**src/rtl/itrd_pkg.sv**
```systemverilog
// Package for the integer to radix digits core.
// Holds field widths, digit constants and the digit to ASCII mapping.
// No dependencies.
package itrd_pkg;

    localparam int RADIX_W            = 6;
    localparam int VALUE_W            = 31;
    localparam int CHAR_W             = 7;
    localparam int VALUE_BITS_DEFAULT = 31;
    localparam int DIV_STEP           = 8;
    localparam int S_TDATA_W          = 40;
    localparam int M_TDATA_W          = 8;

    localparam logic [RADIX_W-1:0] RADIX_MIN = RADIX_W'(2);
    localparam logic [RADIX_W-1:0] RADIX_MAX = RADIX_W'(36);

    localparam logic [RADIX_W-1:0] DIGIT_DECIMAL_LIMIT = RADIX_W'(10);
    localparam logic [CHAR_W-1:0]  DIGIT_ZERO_CHAR     = CHAR_W'(48);
    localparam logic [CHAR_W-1:0]  DIGIT_LETTER_OFFSET = CHAR_W'(55);

    typedef struct packed {
        logic done;
        logic quo_zero;
    } t_div_status;

    function automatic logic [CHAR_W-1:0] digit_to_ascii(input logic [RADIX_W-1:0] d);
        logic [CHAR_W-1:0] ext;
        ext = CHAR_W'(d);
        if (d < DIGIT_DECIMAL_LIMIT) begin
            return ext + DIGIT_ZERO_CHAR;
        end
        return ext + DIGIT_LETTER_OFFSET;
    endfunction

endpackage

```
**src/rtl/itrd_div_unit.sv**
```systemverilog
// Shared divider: divides a value by a small radix, several quotient bits a cycle.
// Depends on itrd_pkg.
module itrd_div_unit #(
    parameter int VW = itrd_pkg::VALUE_BITS_DEFAULT
) (
    input  logic                            i_clk,
    input  logic                            i_rst_n,
    input  logic                            i_start,
    input  logic [VW-1:0]                   i_dividend,
    input  logic [itrd_pkg::RADIX_W-1:0]    i_divisor,
    output logic [VW-1:0]                   o_quotient,
    output logic [itrd_pkg::RADIX_W-1:0]    o_remainder,
    output itrd_pkg::t_div_status           o_status
);

    localparam int STEP  = itrd_pkg::DIV_STEP;
    localparam int NCYC  = (VW + STEP - 1) / STEP;
    localparam int PW    = NCYC * STEP;
    localparam int CNT_W = $clog2(NCYC + 1);
    localparam int RW    = itrd_pkg::RADIX_W;

    logic [PW-1:0]    r_acc, n_acc;
    logic [RW-1:0]    r_rem, n_rem;
    logic [RW-1:0]    r_div;
    logic [CNT_W-1:0] r_cnt;
    logic             r_busy;
    logic             r_done;

    // STEP restoring division steps on a narrow partial remainder.
    always_comb begin
        logic [RW:0] t;
        n_acc = r_acc;
        n_rem = r_rem;
        for (int i = 0; i < STEP; i++) begin
            t     = {n_rem, n_acc[PW-1]};
            n_acc = {n_acc[PW-2:0], 1'b0};
            if (t >= {1'b0, r_div}) begin
                n_rem    = RW'(t - {1'b0, r_div});
                n_acc[0] = 1'b1;
            end else begin
                n_rem = t[RW-1:0];
            end
        end
    end

    always_ff @(posedge i_clk) begin
        if (!i_rst_n) begin
            r_busy <= 1'b0;
            r_done <= 1'b0;
            r_cnt  <= '0;
        end else if (i_start) begin
            r_busy <= 1'b1;
            r_done <= 1'b0;
            r_cnt  <= CNT_W'(NCYC);
        end else if (r_busy) begin
            r_cnt <= r_cnt - CNT_W'(1);
            if (r_cnt == CNT_W'(1)) begin
                r_busy <= 1'b0;
                r_done <= 1'b1;
            end
        end else begin
            r_done <= 1'b0;
        end
    end

    always_ff @(posedge i_clk) begin
        if (i_start) begin
            r_acc <= PW'(i_dividend);
            r_rem <= '0;
            r_div <= i_divisor;
        end else if (r_busy) begin
            r_acc <= n_acc;
            r_rem <= n_rem;
        end
    end

    assign o_quotient        = r_acc[VW-1:0];
    assign o_remainder       = r_rem;
    assign o_status.done     = r_done;
    assign o_status.quo_zero = (r_acc[VW-1:0] == '0);

endmodule

```
**src/rtl/itrd_digit_stack.sv**
```systemverilog
// Last-in first-out store of digit values, presented as ASCII at the top.
// Depends on itrd_pkg.
module itrd_digit_stack #(
    parameter int VW = itrd_pkg::VALUE_BITS_DEFAULT
) (
    input  logic                            i_clk,
    input  logic                            i_rst_n,
    input  logic                            i_push,
    input  logic [itrd_pkg::RADIX_W-1:0]    i_push_digit,
    input  logic                            i_pop,
    output logic [itrd_pkg::CHAR_W-1:0]     o_top_char,
    output logic [$clog2(VW+1)-1:0]         o_count
);

    localparam int CNT_W = $clog2(VW + 1);
    localparam int IDX_W = $clog2(VW);

    logic [itrd_pkg::RADIX_W-1:0] r_mem [VW];
    logic [CNT_W-1:0]             r_count;
    logic [CNT_W-1:0]             top_pos;

    assign top_pos = r_count - CNT_W'(1);

    always_ff @(posedge i_clk) begin
        if (!i_rst_n) begin
            r_count <= '0;
        end else if (i_push) begin
            r_count <= r_count + CNT_W'(1);
        end else if (i_pop) begin
            r_count <= top_pos;
        end
    end

    always_ff @(posedge i_clk) begin
        if (i_push) begin
            r_mem[r_count[IDX_W-1:0]] <= i_push_digit;
        end
    end

    assign o_top_char = itrd_pkg::digit_to_ascii(r_mem[top_pos[IDX_W-1:0]]);
    assign o_count    = r_count;

endmodule

```
**src/rtl/integer_to_radix_digits_core.sv**
```systemverilog
// Top level of the integer to radix digits core: sequencer and output register.
// Depends on itrd_pkg, itrd_div_unit and itrd_digit_stack.
//
//  Channel   Dir  tdata bits (low to high)           Side band
//  s_axis    in   radix[5:0], value[36:6], zero pad   none
//  m_axis    out  digit_char[6:0], zero pad           tlast = last digit of the run
//
// Each beat in is divided repeatedly by its radix in a shared divider that resolves
// eight quotient bits a cycle; a finished division pushes its remainder onto the stack
// and restarts the divider on the quotient while that is nonzero. The remainders are
// stacked and then sent most significant first, one per cycle when the sink is ready.
// The input is ready only while the sequencer is idle, so a new beat is taken only once
// the last digit of the previous one has left the stack. Reset is synchronous and clears
// the sequencer, the divider control and the stack fill count; a stalled sink simply
// holds the output register and the sequencer waits in the emission phase.
module integer_to_radix_digits_core #(
    parameter int VALUE_BITS = itrd_pkg::VALUE_BITS_DEFAULT
) (
    input  logic                             i_clk,
    input  logic                             i_rst_n,
    input  logic                             i_s_axis_tvalid,
    output logic                             o_s_axis_tready,
    input  logic [itrd_pkg::S_TDATA_W-1:0]   i_s_axis_tdata,  // radix[5:0], value[36:6]
    output logic                             o_m_axis_tvalid,
    input  logic                             i_m_axis_tready,
    output logic [itrd_pkg::M_TDATA_W-1:0]   o_m_axis_tdata,  // digit_char[6:0]
    output logic                             o_m_axis_tlast
);

    localparam int RW    = itrd_pkg::RADIX_W;
    localparam int CW    = itrd_pkg::CHAR_W;
    // Value bits at or above VALUE_BITS are ignored, and the field is 31 bits wide.
    localparam int VW    = (VALUE_BITS < itrd_pkg::VALUE_W) ? VALUE_BITS : itrd_pkg::VALUE_W;
    localparam int CNT_W = $clog2(VW + 1);

    localparam logic [1:0] ST_IDLE = 2'd0;
    localparam logic [1:0] ST_DIV  = 2'd1;
    localparam logic [1:0] ST_EMIT = 2'd2;

    logic [1:0]    r_state, n_state;
    logic [RW-1:0] r_radix;
    logic          r_m_valid;
    logic [CW-1:0] r_digit;
    logic          r_last;

    logic                  s_accept;
    logic [RW-1:0]         radix_in;
    logic [RW-1:0]         radix_clamped;
    logic [VW-1:0]         value_in;
    logic                  div_start;
    logic [VW-1:0]         div_dividend;
    logic [VW-1:0]         div_quotient;
    logic [RW-1:0]         div_remainder;
    itrd_pkg::t_div_status div_status;
    logic                  push;
    logic                  pop;
    logic [CW-1:0]         top_char;
    logic [CNT_W-1:0]      stack_count;
    logic                  out_free;

    assign o_s_axis_tready = (r_state == ST_IDLE);
    assign s_accept        = i_s_axis_tvalid && o_s_axis_tready;

    assign radix_in = i_s_axis_tdata[RW-1:0];
    assign value_in = i_s_axis_tdata[RW +: VW];

    // Out-of-range radix values are pulled to the nearest legal base.
    always_comb begin
        if (radix_in < itrd_pkg::RADIX_MIN) begin
            radix_clamped = itrd_pkg::RADIX_MIN;
        end else if (radix_in > itrd_pkg::RADIX_MAX) begin
            radix_clamped = itrd_pkg::RADIX_MAX;
        end else begin
            radix_clamped = radix_in;
        end
    end

    // A finished division pushes its remainder; a nonzero quotient is divided again
    // in the same cycle, so the next division starts as the remainder is pushed.
    assign push         = (r_state == ST_DIV) && div_status.done;
    assign div_start    = s_accept || (push && !div_status.quo_zero);
    assign div_dividend = s_accept ? value_in : div_quotient;

    assign out_free = !r_m_valid || i_m_axis_tready;
    assign pop      = (r_state == ST_EMIT) && out_free;

    always_comb begin
        n_state = r_state;
        unique case (r_state)
            ST_IDLE: begin
                if (s_accept) begin
                    n_state = ST_DIV;
                end
            end
            ST_DIV: begin
                if (div_status.done && div_status.quo_zero) begin
                    n_state = ST_EMIT;
                end
            end
            ST_EMIT: begin
                if (pop && stack_count == CNT_W'(1)) begin
                    n_state = ST_IDLE;
                end
            end
            default: begin
                n_state = ST_IDLE;
            end
        endcase
    end

    always_ff @(posedge i_clk) begin
        if (!i_rst_n) begin
            r_state   <= ST_IDLE;
            r_m_valid <= 1'b0;
        end else begin
            r_state <= n_state;
            if (pop) begin
                r_m_valid <= 1'b1;
            end else if (i_m_axis_tready) begin
                r_m_valid <= 1'b0;
            end
        end
    end

    always_ff @(posedge i_clk) begin
        if (s_accept) begin
            r_radix <= radix_clamped;
        end
        if (pop) begin
            r_digit <= top_char;
            r_last  <= (stack_count == CNT_W'(1));
        end
    end

    itrd_div_unit #(
        .VW (VW)
    ) u_div (
        .i_clk       (i_clk),
        .i_rst_n     (i_rst_n),
        .i_start     (div_start),
        .i_dividend  (div_dividend),
        .i_divisor   (s_accept ? radix_clamped : r_radix),
        .o_quotient  (div_quotient),
        .o_remainder (div_remainder),
        .o_status    (div_status)
    );

    itrd_digit_stack #(
        .VW (VW)
    ) u_stack (
        .i_clk        (i_clk),
        .i_rst_n      (i_rst_n),
        .i_push       (push),
        .i_push_digit (div_remainder),
        .i_pop        (pop),
        .o_top_char   (top_char),
        .o_count      (stack_count)
    );

    assign o_m_axis_tvalid = r_m_valid;
    assign o_m_axis_tdata  = itrd_pkg::M_TDATA_W'(r_digit);
    assign o_m_axis_tlast  = r_last;

    // The divider only reports completion while the sequencer waits for it.
    a_done_in_div: assert property (@(posedge i_clk) disable iff (!i_rst_n)
        div_status.done |-> r_state == ST_DIV)
        else $error("divider finished outside the division phase");

    // Emission never runs on an empty stack.
    a_emit_nonempty: assert property (@(posedge i_clk) disable iff (!i_rst_n)
        r_state == ST_EMIT |-> stack_count != '0)
        else $error("emission with no stacked digit");

    // A busy item always works with a legal radix.
    a_radix_legal: assert property (@(posedge i_clk) disable iff (!i_rst_n)
        r_state != ST_IDLE |->
            (r_radix >= itrd_pkg::RADIX_MIN && r_radix <= itrd_pkg::RADIX_MAX))
        else $error("radix register out of range");

    // No digit string is longer than the value width.
    a_stack_room: assert property (@(posedge i_clk) disable iff (!i_rst_n)
        push |-> stack_count < CNT_W'(VW))
        else $error("digit stack overflow");

endmodule

```
**config.mk**
```make
export PLATFORM = sky130hd
export DESIGN_NAME = integer_to_radix_digits_core
export DESIGN_NICKNAME = d
export VERILOG_FILES = /design/src/rtl/itrd_pkg.sv /design/src/rtl/itrd_div_unit.sv /design/src/rtl/itrd_digit_stack.sv /design/src/rtl/integer_to_radix_digits_core.sv
export SDC_FILE = /design/constraint.sdc
export NUM_CORES = 1
export LEC_CHECK = 0
export ABC_AREA = 1
export BUFFER_PORTS_ARGS = -buffer_cell sky130_fd_sc_hd__buf_4
export CAP_MARGIN = 25
export CORE_UTILIZATION = 45
export DETAILED_ROUTE_END_ITERATION = 12
export PLACE_DENSITY = 0.6
export SETUP_SLACK_MARGIN = 0.02
export SYNTH_ARGS = -nofsm -noshare
export SYNTH_HDL_FRONTEND = slang
export SYNTH_SLANG_ARGS = --single-unit
export TNS_END_PERCENT = 30
```
**constraint.sdc**
```tcl
create_clock -name i_clk -period 14.65 [get_ports i_clk]
set_input_delay 1.465 -clock i_clk [delete_from_list [all_inputs] [get_ports i_clk]]
set_output_delay 1.465 -clock i_clk [all_outputs]
set_load 0.005 [all_outputs]
```
# [Yosys cells after proc, flatten, opt, wreduce, memory -nomap -nowiden]
# Memories as Yosys holds them, arrays and structs flattened.
# Index checks and enable logic that the tools add are counted.
[word_totals] regBits=71 ram_bits=186 inputBits=44 output_inout_bits=11 word_cells=108 mem_count=1
[memory_table] name="u_stack.r_mem" depth=31 word_bits=6 read_ports=1 rd_ports_with_merged_regs=0 write_ports=1 line_no="itrd_digit_stack.sv:18" text="logic [itrd_pkg::RADIX_W-1:0] r_mem [VW];"
[op_classes] addsub=13 n_lt_le_gt_ge=11 n_eq_ne=8 n_mux=40 bitwise=2 reduce_logical=19
[ops] op="$mux 31" n=3
[ops] op="$mux 6" n=11
[ops] op="$ge 7x6->1" n=8
[ops] op="$sub 6x6->6" n=8
[ops] op="$logic_not 31->1" n=1
[ops] op="$mux 1" n=16
[ops] op="$add 6x6->7 const B" n=2
[ops] op="$mux 7" n=2
[ops] op="$mux 5" n=2
[ops] op="$gt 6x6->1 const B" n=1
[ops] op="$logic_and 1x1->1" n=6
[ops] op="$lt 6x2->1 const B" n=1
[ops] op="$lt 6x4->1 const B" n=1
[ops] op="$mux 2" n=3
[ops] op="$mux 3" n=2
[ops] op="$ne 2x1->1 const B" n=3
[ops] op="$pmux 2 s3" n=1
[ops] op="$reduce_bool 2->1" n=3
[ops] op="$add 5x1->5 const B" n=1
[ops] op="$eq 5x1->1 const B" n=1
[ops] op="$sub 5x1->5 const B" n=1
[ops] op="$eq 3x1->1 const B" n=1
[ops] op="$reduce_and 3->1" n=1
[ops] op="$reduce_or 3->1" n=1
[ops] op="10 further kinds" n=13

# [Logic depth before layout (Yosys ltp)]
# Gate-level depths: netlist (run 1).
[depth] depth_word=18 ltp_mapped=90 ltp_nobuf=86

# [By module]
# A second synthesis (run 1) with hierarchy kept.
[hier_totals] hier_cells=1613 area_unflattened_um2=14587.7
[by_module_without_submodules] mod="itrd_digit_stack" instances=1 cells_per_inst=760 area_per_inst_um2=8318.0 seq_area_each_um2=5685.5
[by_module_without_submodules] mod="itrd_div_unit" instances=1 cells_per_inst=673 area_per_inst_um2=5111.2 seq_area_each_um2=1351.3
[by_module_without_submodules] mod="integer_to_radix_digits_core" instances=1 cells_per_inst=180 area_per_inst_um2=1158.6 seq_area_each_um2=420.4

# [Worst setup path after synthesis (run 1)]
# OpenSTA, ideal clock, no wires.
[synth_path] path_type="register -> register" from="reg u_div.r_div[1]" to="reg u_div.r_acc[0], data pin" setup_time_ns=0.271 arrival_ns=12.400 t_required_ns=14.379 setup_slack_ns=1.979 path_stages_with_launch=83 path_buffers=4 period_less_slack_ns=12.671 cell_sequence="edfxtp_1 -> inv_1 -> ha_1 -> nand3_1 -> nand2_1 -> nand2_2 -> nand3_4 -> nand2_1 -> o21a_1 -> inv_1 -> ha_1 -> nand2_1 -> nor2_1 -> nand2_1 -> nand3_1 -> a21oi_2 -> nand3_4 -> buf_6 -> [47 not listed] -> o21ai_0 -> a31oi_1 -> o31ai_1 -> a21oi_1 -> nand2_1 -> nor2_4 -> nand2_1 -> nand2_1 -> inv_1 -> ha_1 -> a21oi_1 -> nand2_1 -> a21oi_1 -> o21bai_1 -> a221oi_1 -> inv_1 -> a21oi_4 -> a31oi_1"
[synth_via] elab_chain_len=18 elab_cells_between_ends=25 classes_between="7 x add/sub; 8 x order compare; 10 x mux"
[synth_lines] item="start, declared" line_no="itrd_div_unit.sv:24" text="logic [RW-1:0] r_div;"
[synth_lines] item="start signal, assigned" line_no="itrd_div_unit.sv:70" text="r_div <= i_divisor;"
[synth_lines] item="$sub 6x6->6 or $ge 7x6->1 (tied branches)" line_no="itrd_div_unit.sv:38, itrd_div_unit.sv:37"
[synth_lines] item="$mux 6" line_no="itrd_div_unit.sv:37" text="if (t >= {1'b0, r_div}) begin"
[synth_lines] item="$sub 6x6->6 or $ge 7x6->1 (tied branches)" line_no="itrd_div_unit.sv:38, itrd_div_unit.sv:37"
[synth_lines] item="$mux 6" line_no="itrd_div_unit.sv:37"
[synth_lines] item="$sub 6x6->6 or $ge 7x6->1 (tied branches)" line_no="itrd_div_unit.sv:38, itrd_div_unit.sv:37"
[synth_lines] item="$mux 6" line_no="itrd_div_unit.sv:37"
[synth_lines] item="$sub 6x6->6 or $ge 7x6->1 (tied branches)" line_no="itrd_div_unit.sv:38, itrd_div_unit.sv:37"
[synth_lines] item="$mux 6" line_no="itrd_div_unit.sv:37"
[synth_lines] item="[2 not listed]"
[synth_lines] item="$ge 7x6->1 or $sub 6x6->6 (tied branches)" line_no="itrd_div_unit.sv:37, itrd_div_unit.sv:38"
[synth_lines] item="$mux 6" line_no="itrd_div_unit.sv:37"
[synth_lines] item="$sub 6x6->6 or $ge 7x6->1 (tied branches)" line_no="itrd_div_unit.sv:38, itrd_div_unit.sv:37"
[synth_lines] item="$mux 6" line_no="itrd_div_unit.sv:37"
[synth_lines] item="$ge 7x6->1 *" line_no="itrd_div_unit.sv:37"
[synth_lines] item="$mux 1 *" line_no="itrd_div_unit.sv:37"
[synth_lines] item="$mux 31 *" line_no="itrd_div_unit.sv:71" text="end else if (r_busy) begin"
[synth_lines] item="$mux 31 *" line_no="itrd_div_unit.sv:67" text="if (i_start) begin"
[synth_lines] item="end signal, assigned" line_no="itrd_div_unit.sv:68" text="r_acc <= PW'(i_dividend);"
[synth_lines] item="end signal, assigned" line_no="itrd_div_unit.sv:72" text="r_acc <= n_acc;"
[synth_lines] item="end, declared" line_no="itrd_div_unit.sv:22" text="logic [PW-1:0] r_acc, n_acc;"
# Mark *: on every way between the ends. The rest lies on a longest branch, timed or not. The select of a mux whose other input is x is not followed.
# A chain may end at the register's enable or synchronous reset.

# [Worst setup path after layout (run 1)]
[layout_path] from="reg u_div.r_div[3]" to="reg u_div.r_acc[0], data pin"
[layout_via] elab_chain_len=18 elab_cells_between_ends=25 classes_between="7 x add/sub; 8 x order compare; 10 x mux"
[layout_lines] item="$sub 6x6->6 or $ge 7x6->1 (tied branches)" line_no="itrd_div_unit.sv:38, itrd_div_unit.sv:37"
[layout_lines] item="$mux 6" line_no="itrd_div_unit.sv:37"
[layout_lines] item="$sub 6x6->6 or $ge 7x6->1 (tied branches)" line_no="itrd_div_unit.sv:38, itrd_div_unit.sv:37"
[layout_lines] item="$mux 6" line_no="itrd_div_unit.sv:37"
[layout_lines] item="$sub 6x6->6 or $ge 7x6->1 (tied branches)" line_no="itrd_div_unit.sv:38, itrd_div_unit.sv:37"
[layout_lines] item="$mux 6" line_no="itrd_div_unit.sv:37"
[layout_lines] item="$ge 7x6->1 or $sub 6x6->6 (tied branches)" line_no="itrd_div_unit.sv:37, itrd_div_unit.sv:38"
[layout_lines] item="$mux 6" line_no="itrd_div_unit.sv:37"
[layout_lines] item="[2 not listed]"
[layout_lines] item="$sub 6x6->6 or $ge 7x6->1 (tied branches)" line_no="itrd_div_unit.sv:38, itrd_div_unit.sv:37"
[layout_lines] item="$mux 6" line_no="itrd_div_unit.sv:37"
[layout_lines] item="$sub 6x6->6 or $ge 7x6->1 (tied branches)" line_no="itrd_div_unit.sv:38, itrd_div_unit.sv:37"
[layout_lines] item="$mux 6" line_no="itrd_div_unit.sv:37"
[layout_lines] item="$ge 7x6->1 *" line_no="itrd_div_unit.sv:37"
[layout_lines] item="$mux 1 *" line_no="itrd_div_unit.sv:37"
[layout_lines] item="$mux 31 *" line_no="itrd_div_unit.sv:71"
[layout_lines] item="$mux 31 *" line_no="itrd_div_unit.sv:67"
# Marked as above.

==> impl_results.md, run 1 <==
- # rows: 62
- DRC: 0
- Clk slew on worst S/H paths: 0.06 ns
- Relative slew slack: 0.381
- CTS H-tree lvls: 1
- Die Width: ~170 um
- Flop2flop setup slack: approximately 1.4 ns
- Hold Crit Depth: 2
- CP Launch Type: flip-flop
- TritonRoute pass-1 iters: 5
- Synth cell types: 48
- Clk root buf: clkbuf_16
- Fraction of registers with async set/reset: 0
- Top post-synthesis cells by area: edfxtp_1, nand2_1, ha_1
- Synth top area share: 0.524
- Worst path arrival time: about 13 ns
- Largest net degree at the start of global routing: slightly above 90
- GRT Residual Overflow: 0
- Synth Warn #: 0
- Nets@finish: 1479
- CTS buffer count: 27
- Final setup vio count: 0
- #FFs+latches synth: 257
- Area growth syn-to-layout: 12.8%
- CP Capture Type: flip-flop
- CP Max Fanout: 13
- Compound-gate portion of the synthesized area: 0.127
- Post-Route WL: approximately 31000 um
- Clock tree buffer depth: 3
- Register area: roughly 7500 um^2
- Crit path max-delay family: compound AO/OA/AOI/OAI gates
- Worst Hold End: r_radix[3]$_DFF_P_
- Cts hold-fix bufs: 0
- Diode count: 0
- Via density: ~5.3
- Multiplexer area fraction after synthesis: 0
- Layout cells sized above 1: 0.124
- Reg2reg end: u_div.r_acc[0]$_DFFE_PP_
- Initial antenna violation count: 0
- Synth Instances: between 1000 and 1500
- CP Class: reg -> reg
- First-pass GRT wire length: between 50000 and 60000 um
- Overall Global Routing Usage: 0.212
- Worst r2r path cells: 78
- Dpl ws: 0.855 ns
- FF-to-FF Start: u_div.r_div[3]$_DFFE_PN_
- Hold_sp: r_radix[3]$_DFF_P_
- Hold Crit Class: reg -> reg
- Via Count: around 9500
- HPWL after detailed placement: between 20000 and 25000 um
- Area of the multi-input gates: approximately 5000 um^2
- Synthesized area: 13200 um^2
- Fin. max-slew vios: 0
- CP max stage cell: ha_1
- RSZ-0062 raised after global routing: false
- # clock sinks: approximately 260
- Crit share post-route: 0.902
- Port Buffer Count: 50
- Hold_ws: 0.458 ns
- Clock latency on the worst-skew pair: between 0.5 and 0.6 ns
- Vias in the first global route: 9393
- Slew @ Worst Pin: slightly above 0.9 ns
- CTS tree: built
- CP Buf/Inv Count: 11
- Core Box Area: between 20000 and 30000 um^2
- Mapped Nets: 1422
- Number of flops mapped to enable cells by yosys: 231
- Initial drt markers: ~660
- Synth Area in Adders: 0.0669
- Outcome: finished, final reports clean
- Die height: around 170 um
- Commonest cells post-synth: edfxtp_1, nand2_1, nor2_1
- Largest family of logic cells by synthesized area: simple AND/OR/NAND/NOR gates
- # IOs: between 50 and 60
- Per-cell routed wire length: approximately 18 um
- Max-Cap Viols: 0
- Post-route setup slack: roughly 1.4 ns
- Setup TNS Final: 0 ns
- Seq/Total Area, Yosys: 0.563
- Simple-gate share of the synthesized area: 0.168
- Initial Utilization: 0.459
- Die area: 30100 um^2
- WP data required: about 15 ns
- Clk_skew: between 0.015 and 0.02 ns
- Tmin final: ~13 ns
- Max stage delay on crit path: just under 0.4 ns
- DP Area: about 14000 um^2
- Post-Synth XOR/XNOR Area: 0.0251
- Post-route cell area: 14900 um^2
- Main synth FF type: edfxtp_1
- Post-synth top area cell: edfxtp_1
- DRT antenna net count: 0
- Fmax achieved: between 0.07 and 0.08 GHz
- Fillcell total: 2629
- Avg Inst Size Synth: 10.1 um^2
- Final hold vios: 0
- GPL Wtd Cong: 0.866
-- final cells by class --
type,instances,share of cell area
clock inverters,11,0.00645
multi-input cells,887,0.345
clock buffers,36,0.0482
repair buffers,77,0.0387
inverters,119,0.0299
well taps,384,0.0322
flip-flops and latches,257,0.500
-- worst max path at each step --
stage	startpoint	end	slack [ns]	cells after the start
final	u_div.r_div[3]$_DFFE_PN_	u_div.r_acc[0]$_DFFE_PP_	1.43	78
after global routing	u_div.r_div[3]$_DFFE_PN_	u_div.r_acc[0]$_DFFE_PP_	0.04	81
after CTS	u_div.r_div[3]$_DFFE_PN_	u_div.r_acc[0]$_DFFE_PP_	0.81	78
after detailed placement	u_div.r_div[3]$_DFFE_PN_	u_div.r_acc[0]$_DFFE_PP_	0.85	78
after global placement	u_div.r_div[3]$_DFFE_PN_	u_div.r_acc[0]$_DFFE_PP_	1.06	78
after floorplan	u_div.r_div[1]$_DFFE_PN_	u_div.r_acc[0]$_DFFE_PP_	1.98	82
-- sequential cells by signal (all words and copies together), names as in the netlist, 2 cells and up --
name and flops:
r_state 2, u_div.r_cnt 3, u_stack.r_mem 186, u_div.r_div 6, u_div.r_acc 32, r_digit 7
u_div.o_remainder 6, r_radix 6, u_stack.o_count 5
-- cell usage in the layout (no fill, tap or decap), types with 7 or more instances in the layout --
master,count
a21oi_1,37
a31oi_1,8
buf_4,77
clkbuf_1,8
clkbuf_16,27
dfxtp_1,25
edfxtp_1,231
fa_1,8
ha_1,58
inv_1,111
inv_2,8
nand2_1,231
nand2_2,15
nand3_1,40
nand3_2,7
nand4_1,16
nor2_1,161
nor4_1,7
o211ai_1,22
o21ai_0,128
o21ai_1,17
o221ai_1,21
o22ai_1,23
xnor2_1,13
xor2_1,25
-- metal layers --
layer  track usage  vias up  wire length, um
met5             0        -                0
met2         0.394      168            16200
met3        0.0254       41             1020
li1              -     4723                -
met4        0.0476        0              657
met1         0.261     4541            13500
-- metrics by stage --
stage,cells,utilization
after global placement,1721,0.487
final,1771,0.517
after global routing,1771,0.517
after floorplan,1312,-
after CTS,1768,0.515
after detailed placement,1721,0.487
-- cells by family after synthesis --
| family | after synthesis |
|---|---|
| adder cells (fa/ha/maj) | 66 |
| AO/OA/AOI/OAI | 281 |
| other | 1 |
| AND/OR/NAND/NOR | 501 |
| XOR/XNOR | 38 |
| buffers and inverters | 168 |
| flip-flops | 257 |
-- tightest hold or removal path, cell delays in order, from the launching register on --
cell and delay [ns]:
dfxtp_1 0.31, nand2_1 0.05, nand2_1 0.07
-- repair_timing --
item                       CTS  global route
hold endpoints to repair     0             0
setup endpoints to repair    0             7
setup buffers                0             3
gates resized for setup      0            10
Power of run 1 is left out: the tool's default activity adds up to more than one toggle a clock period on the data nets, which glitch-free logic cannot reach.
==> inputs of run 2 (changes only) <==
Settings changed: CELL_PAD_IN_SITES_DETAIL_PLACEMENT set to 0, CELL_PAD_IN_SITES_GLOBAL_PLACEMENT set to 1, CTS_BUF_LIST set to sky130_fd_sc_hd__clkbuf_4 sky130_fd_sc_hd__clkbuf_8, PLACE_DENSITY 0.6 to 0.73.
==> run 2 against run 1 <==
Wire length increased by 1.4%. Sequential share of layout area down 0.20 points. Largest cell class unchanged. Clock-buffer cell count is 19 higher.
==> impl_results.md, run 2 (synthesis results as in run 1) <==
- CTS buffer count: 43 (+59%)
- GPL Wtd Cong: 0.838 (-3.3%)
- Most frequent CP cell: nand2_1
- TritonRoute pass-1 iters: 7 (+2)
- # IOs: 55 (unchanged)
- DRT antenna net count: 0 (unchanged)
- Slew @ Worst Pin: 0.980 ns (+0.0510 ns)
- CP Launch Type: flip-flop
- Die height: 174 um (unchanged)
- Clk_skew: 0.0345 ns (+0.0153 ns)
- Layout cells sized above 1: 0.148 (+0.0237)
- Hold Crit Class: reg -> reg
- Post-Route WL: 31800 um (+1.4%)
- CTS H-tree lvls: 2 (+1)
- Overall Global Routing Usage: 0.215 (+0.00329)
- Initial Utilization: 0.459 (unchanged)
- Nets@finish: 1498 (+1.3%)
- HPWL after detailed placement: 20900 um (+0.36%)
- CP Class: reg -> reg
- Met2 Routed Length: 16200 um (about the same)
- Max reg flops: 186 (unchanged)
- Max-Cap Viols: 0 (unchanged)
- Max layer used: met4
- Final hold vios: 0 (unchanged)
- Metal-1 WL: 13500 um (+0.15%)
- Worst path arrival time: 13.33 ns (-0.16 ns)
- Initial antenna violation count: 0 (unchanged)
- Via Count: 9531 (+0.61%)
- Tmin final: 13.07 ns (-0.150 ns)
- DRC: 0 (unchanged)
- Final setup vio count: 0 (unchanged)
- Setup TNS Final: 0 ns (unchanged)
- CP Max Fanout: 12 (-1)
- Clock tree buffer depth: 3 (unchanged)
- Max stage delay on crit path: 0.38 ns (about the same)
- Fmax achieved: 0.0765 GHz (+1.1%)
- Crit share post-route: 0.892 (-0.0102)
- Clk root buf: clkbuf_8
- Routed wl met3: 1370 um (+35%)
- RSZ-0062 raised after global routing: false
- First-pass GRT wire length: 50500 um (+0.25%)
- Via density: 5.28 (-1.3%)
- Fin. max-slew vios: 0 (unchanged)
- Diode count: 0 (unchanged)
- Most frequent cells in the layout: nand2_1, edfxtp_1, nor2_1
- Die area: 30100 um^2 (unchanged)
- Clk slew on worst S/H paths: 0.06 ns (about the same)
- Per-cell routed wire length: 17.6 um (-0.60%)
- CTS tree: built
- Area growth syn-to-layout: 13.2%
- Relative slew slack: 0.347 (-0.0340)
- Vias in the first global route: 9402 (+0.096%)
- CP max stage cell: ha_1
- # clock sinks: 257 (unchanged)
- Die Width: 174 um (unchanged)
- GRT Residual Overflow: 0 (unchanged)
- Port Buffer Count: 50 (unchanged)
- Largest net degree at the start of global routing: 94 (+1.1%)
- WP data required: 14.91 ns (about the same)
- # rows: 62 (unchanged)
- Core Box Area: 28900 um^2 (unchanged)
- Clock latency on the worst-skew pair: 0.55 ns (about the same)
- Initial drt markers: 633 (-3.5%)
- Outcome: finished, final reports clean
- CP Capture Type: flip-flop
==> run 2: per-stage QoR <==
| stage | setup WS [ns] | instance area [um^2] | hold slack (ns) | util | cells |
|---|---|---|---|---|---|
| final | 1.58 | 15000 | 0.449 | 0.520 | 1806 |
| after global routing | 0.0575 | 15000 | 0.461 | 0.520 | 1806 |
| after floorplan | 1.98 | 13200 | 0.418 | - | 1312 |
| after CTS | 0.930 | 14900 | 0.453 | 0.518 | 1804 |
| after detailed placement | 0.988 | 14100 | 0.439 | 0.488 | 1725 |
| after global placement | 1.09 | 14100 | 0.434 | 0.488 | 1725 |
==> run 2: timing repair <==
action,CTS,global route
resized for setup,0,10
setup buffers,0,1
endpoints found under the setup margin,0,7
hold buffers,0,0
==> run 2: metal layers <==
layer / global-route usage / vias up
li1: - / 4766
met2: 0.381 / 211
met5: 0 / -
met3: 0.0283 / 56
met1: 0.270 / 4498
met4: 0.0715 / 0
==> run 2: cell type report <==
cell class | count | area (um^2)
Clock buffer | 55 | 707
Clock inverter | 24 | 144
Fill cell | 2655 | 13900
Inverter | 119 | 447
Multi-Input combinational cell | 887 | 5150
Sequential cell | 257 | 7460
Tap cell | 384 | 480
Timing Repair Buffer | 80 | 604
==> run 2: critical path, delay by kind of cell (launching register included) <==
kind	cells	cell delay (ns)
AOI/OAI and AO/OA	32	5.50
adders and majority gates	8	2.70
buffers and inverters	12	1.05
DFF	1	0.32
and+or+nand+nor	28	3.21
==> run 2: worst paths after layout <==
| kind | start | end | slack [ns] | cells after the start |
|---|---|---|---|---|
| max | u_div.r_div[3]$_DFFE_PN_ | u_div.r_acc[0]$_DFFE_PP_ | 1.58 | 80 |
| min reg2reg | r_radix[2]$_DFF_P_ | r_radix[2]$_DFF_P_ | 0.45 | 1 |
| min | r_radix[2]$_DFF_P_ | r_radix[2]$_DFF_P_ | 0.45 | 1 |
| max reg2reg | u_div.r_div[3]$_DFFE_PN_ | u_div.r_acc[0]$_DFFE_PP_ | 1.58 | 80 |
Power of run 2 is left out for the same reason.
==> inputs of run 3 (changes only) <==
Settings changed: REMOVE_ABC_BUFFERS set to 1.
==> run 3 against run 2 <==
Largest cell class unchanged. Die area is the same. Sequential cell count unchanged. Utilization is 0.26 points higher. Cell area rose by 0.51%. Register-to-register slack worse by 0.32 ns. Non-clock buffer count decreased by 5. First-iteration DRC count decreased by 7.3%.
==> impl_results.md, run 3 (synthesis results as in run 1) <==
- Clk_skew: 0.0371 ns (+0.00260 ns)
- GPL Wtd Cong: 0.833 (-0.62%)
- WP data required: 14.92 ns (about the same)
- TritonRoute pass-1 iters: 5 (-2)
- CP Capture Type: flip-flop
- Core Box Area: 28900 um^2 (unchanged)
- Via density: 5.30 (+0.39%)
- Die area: 30100 um^2 (unchanged)
- Largest net degree at the start of global routing: 94 (unchanged)
- Vias in the first global route: 9358 (-0.47%)
- CP Launch Type: flip-flop
- Layout cells sized above 1: 0.146 (-0.00170)
- Initial drt markers: 587 (-7.3%)
- RSZ-0062 raised after global routing: false
- Area of the multi-input gates: 5150 um^2 (about the same)
- First-pass GRT wire length: 49800 um (-1.3%)
- Hold Crit Class: reg -> reg
- Relative slew slack: 0.369 (+0.0219)
- DRC: 0 (unchanged)
- Fin. max-slew vios: 0 (unchanged)
- GRT Residual Overflow: 0 (unchanged)
- Slew @ Worst Pin: 0.946 ns (-0.0342 ns)
- Clock latency on the worst-skew pair: 0.57 ns (+0.02 ns)
- CP max stage cell: ha_1
- Cts hold-fix bufs: 0 (unchanged)
- Register area: 7460 um^2 (unchanged)
- CTS buffer count: 44 (+2.3%)
- DRT antenna net count: 0 (unchanged)
- Overall Global Routing Usage: 0.214 (-0.00119)
- Post-Route WL: 31800 um (about the same)
- Clk slew on worst S/H paths: 0.06 ns (about the same)
- Initial antenna violation count: 0 (unchanged)
- Max reg flops: 186 (unchanged)
- CTS tree: built
- Initial Utilization: 0.459 (unchanged)
- CTS H-tree lvls: 2 (unchanged)
- Nets@finish: 1494 (-0.27%)
- Area growth syn-to-layout: 13.8%
- Outcome: finished, final reports clean
- # IOs: 55 (unchanged)
- Clk root buf: clkbuf_8
- Setup TNS Final: 0 ns (unchanged)
- # clock sinks: 257 (unchanged)
- Max stage delay on crit path: 0.36 ns (-0.02 ns)
- Die height: 174 um (unchanged)
- Worst path arrival time: 13.66 ns (+0.33 ns)
- Final setup vio count: 0 (unchanged)
- Die Width: 174 um (unchanged)
- Tmin final: 13.39 ns (+0.324 ns)
- Per-cell routed wire length: 17.6 um (+0.14%)
- Via Count: 9547 (+0.17%)
- Clock tree buffer depth: 3 (unchanged)
- Diode count: 0 (unchanged)
- Most frequent CP cell: nand2_1
- Final hold vios: 0 (unchanged)
- CP Max Fanout: 13 (+1)
- Port Buffer Count: 50 (unchanged)
- CP Class: reg -> reg
- # rows: 62 (unchanged)
- Fillcell total: 2675 (+0.75%)
- Max-Cap Viols: 0 (unchanged)
- HPWL after detailed placement: 20900 um (-0.28%)
- Most frequent cells in the layout: nand2_1, edfxtp_1, nor2_1
- Crit share post-route: 0.914 (+0.0221)
- Fmax achieved: 0.0747 GHz (-2.4%)
## run 3: changes by cell type in the layout (fill, tap and decap cells not counted), sizes merged
cell,previous run,this run
clkbuf,55,60
clkinvlp,2,0
bufinv,1,4
clkinv,19,13
inv,121,122
buf,80,75
## run 3: layer usage
layer	vias up	GRT usage	share of wire
met1	4485	0.271	0.43
met2	226	0.363	0.48
met5	-	0	0
met4	0	0.0914	0.037
li1	4757	-	-
met3	79	0.0338	0.047
## run 3: final timing paths
check | start | to | slack (ns) | cells past startpoint
worst max-delay path | u_div.r_div[2]$_DFFE_PN_ | u_div.r_acc[0]$_DFFE_PP_ | 1.26 | 83
worst min-delay path | r_radix[2]$_DFF_P_ | r_radix[2]$_DFF_P_ | 0.46 | 1
worst max register to register | u_div.r_div[2]$_DFFE_PN_ | u_div.r_acc[0]$_DFFE_PP_ | 1.26 | 83
worst min register to register | r_radix[2]$_DFF_P_ | r_radix[2]$_DFF_P_ | 0.46 | 1
## run 3: final cells by class
cell class | instances | share of cell area
inverters | 119 | 0.0296
repair buffers | 75 | 0.0376
multi-input cells | 887 | 0.342
flip-flops and latches | 257 | 0.495
well taps | 384 | 0.0319
clock inverters | 20 | 0.0139
clock buffers | 60 | 0.0502
## run 3: through the flow
stage / area, um^2 / cells / worst slack [ns] / hold WS (ns) / util
final: 15100 / 1802 / 1.26 / 0.462 / 0.522
after global routing: 15100 / 1802 / 0.0218 / 0.489 / 0.522
after CTS: 15000 / 1800 / 0.675 / 0.459 / 0.521
after detailed placement: 14100 / 1720 / 0.737 / 0.445 / 0.487
after global placement: 14000 / 1719 / 0.838 / 0.437 / 0.487
after floorplan: 13000 / 1263 / 2.08 / 0.418 / -
## run 3: critical path, delay by kind of cell, from the launching register on
kind | cells | cell delay, ns
AOI/OAI and AO/OA | 32 | 5.68
and+or+nand+nor | 31 | 3.31
adders and majority gates | 8 | 2.69
buffers and inverters | 12 | 1.05
DFF | 1 | 0.35
## run 3: what timing repair did
| action | 4_1_cts | 5_1_grt |
|---|---|---|
| hold endpoints to repair | 0 | 0 |
| setup buffers | 0 | 2 |
| endpoints found under the setup margin | 0 | 7 |
| resized for setup | 0 | 8 |
Power of run 3 is left out for the same reason.
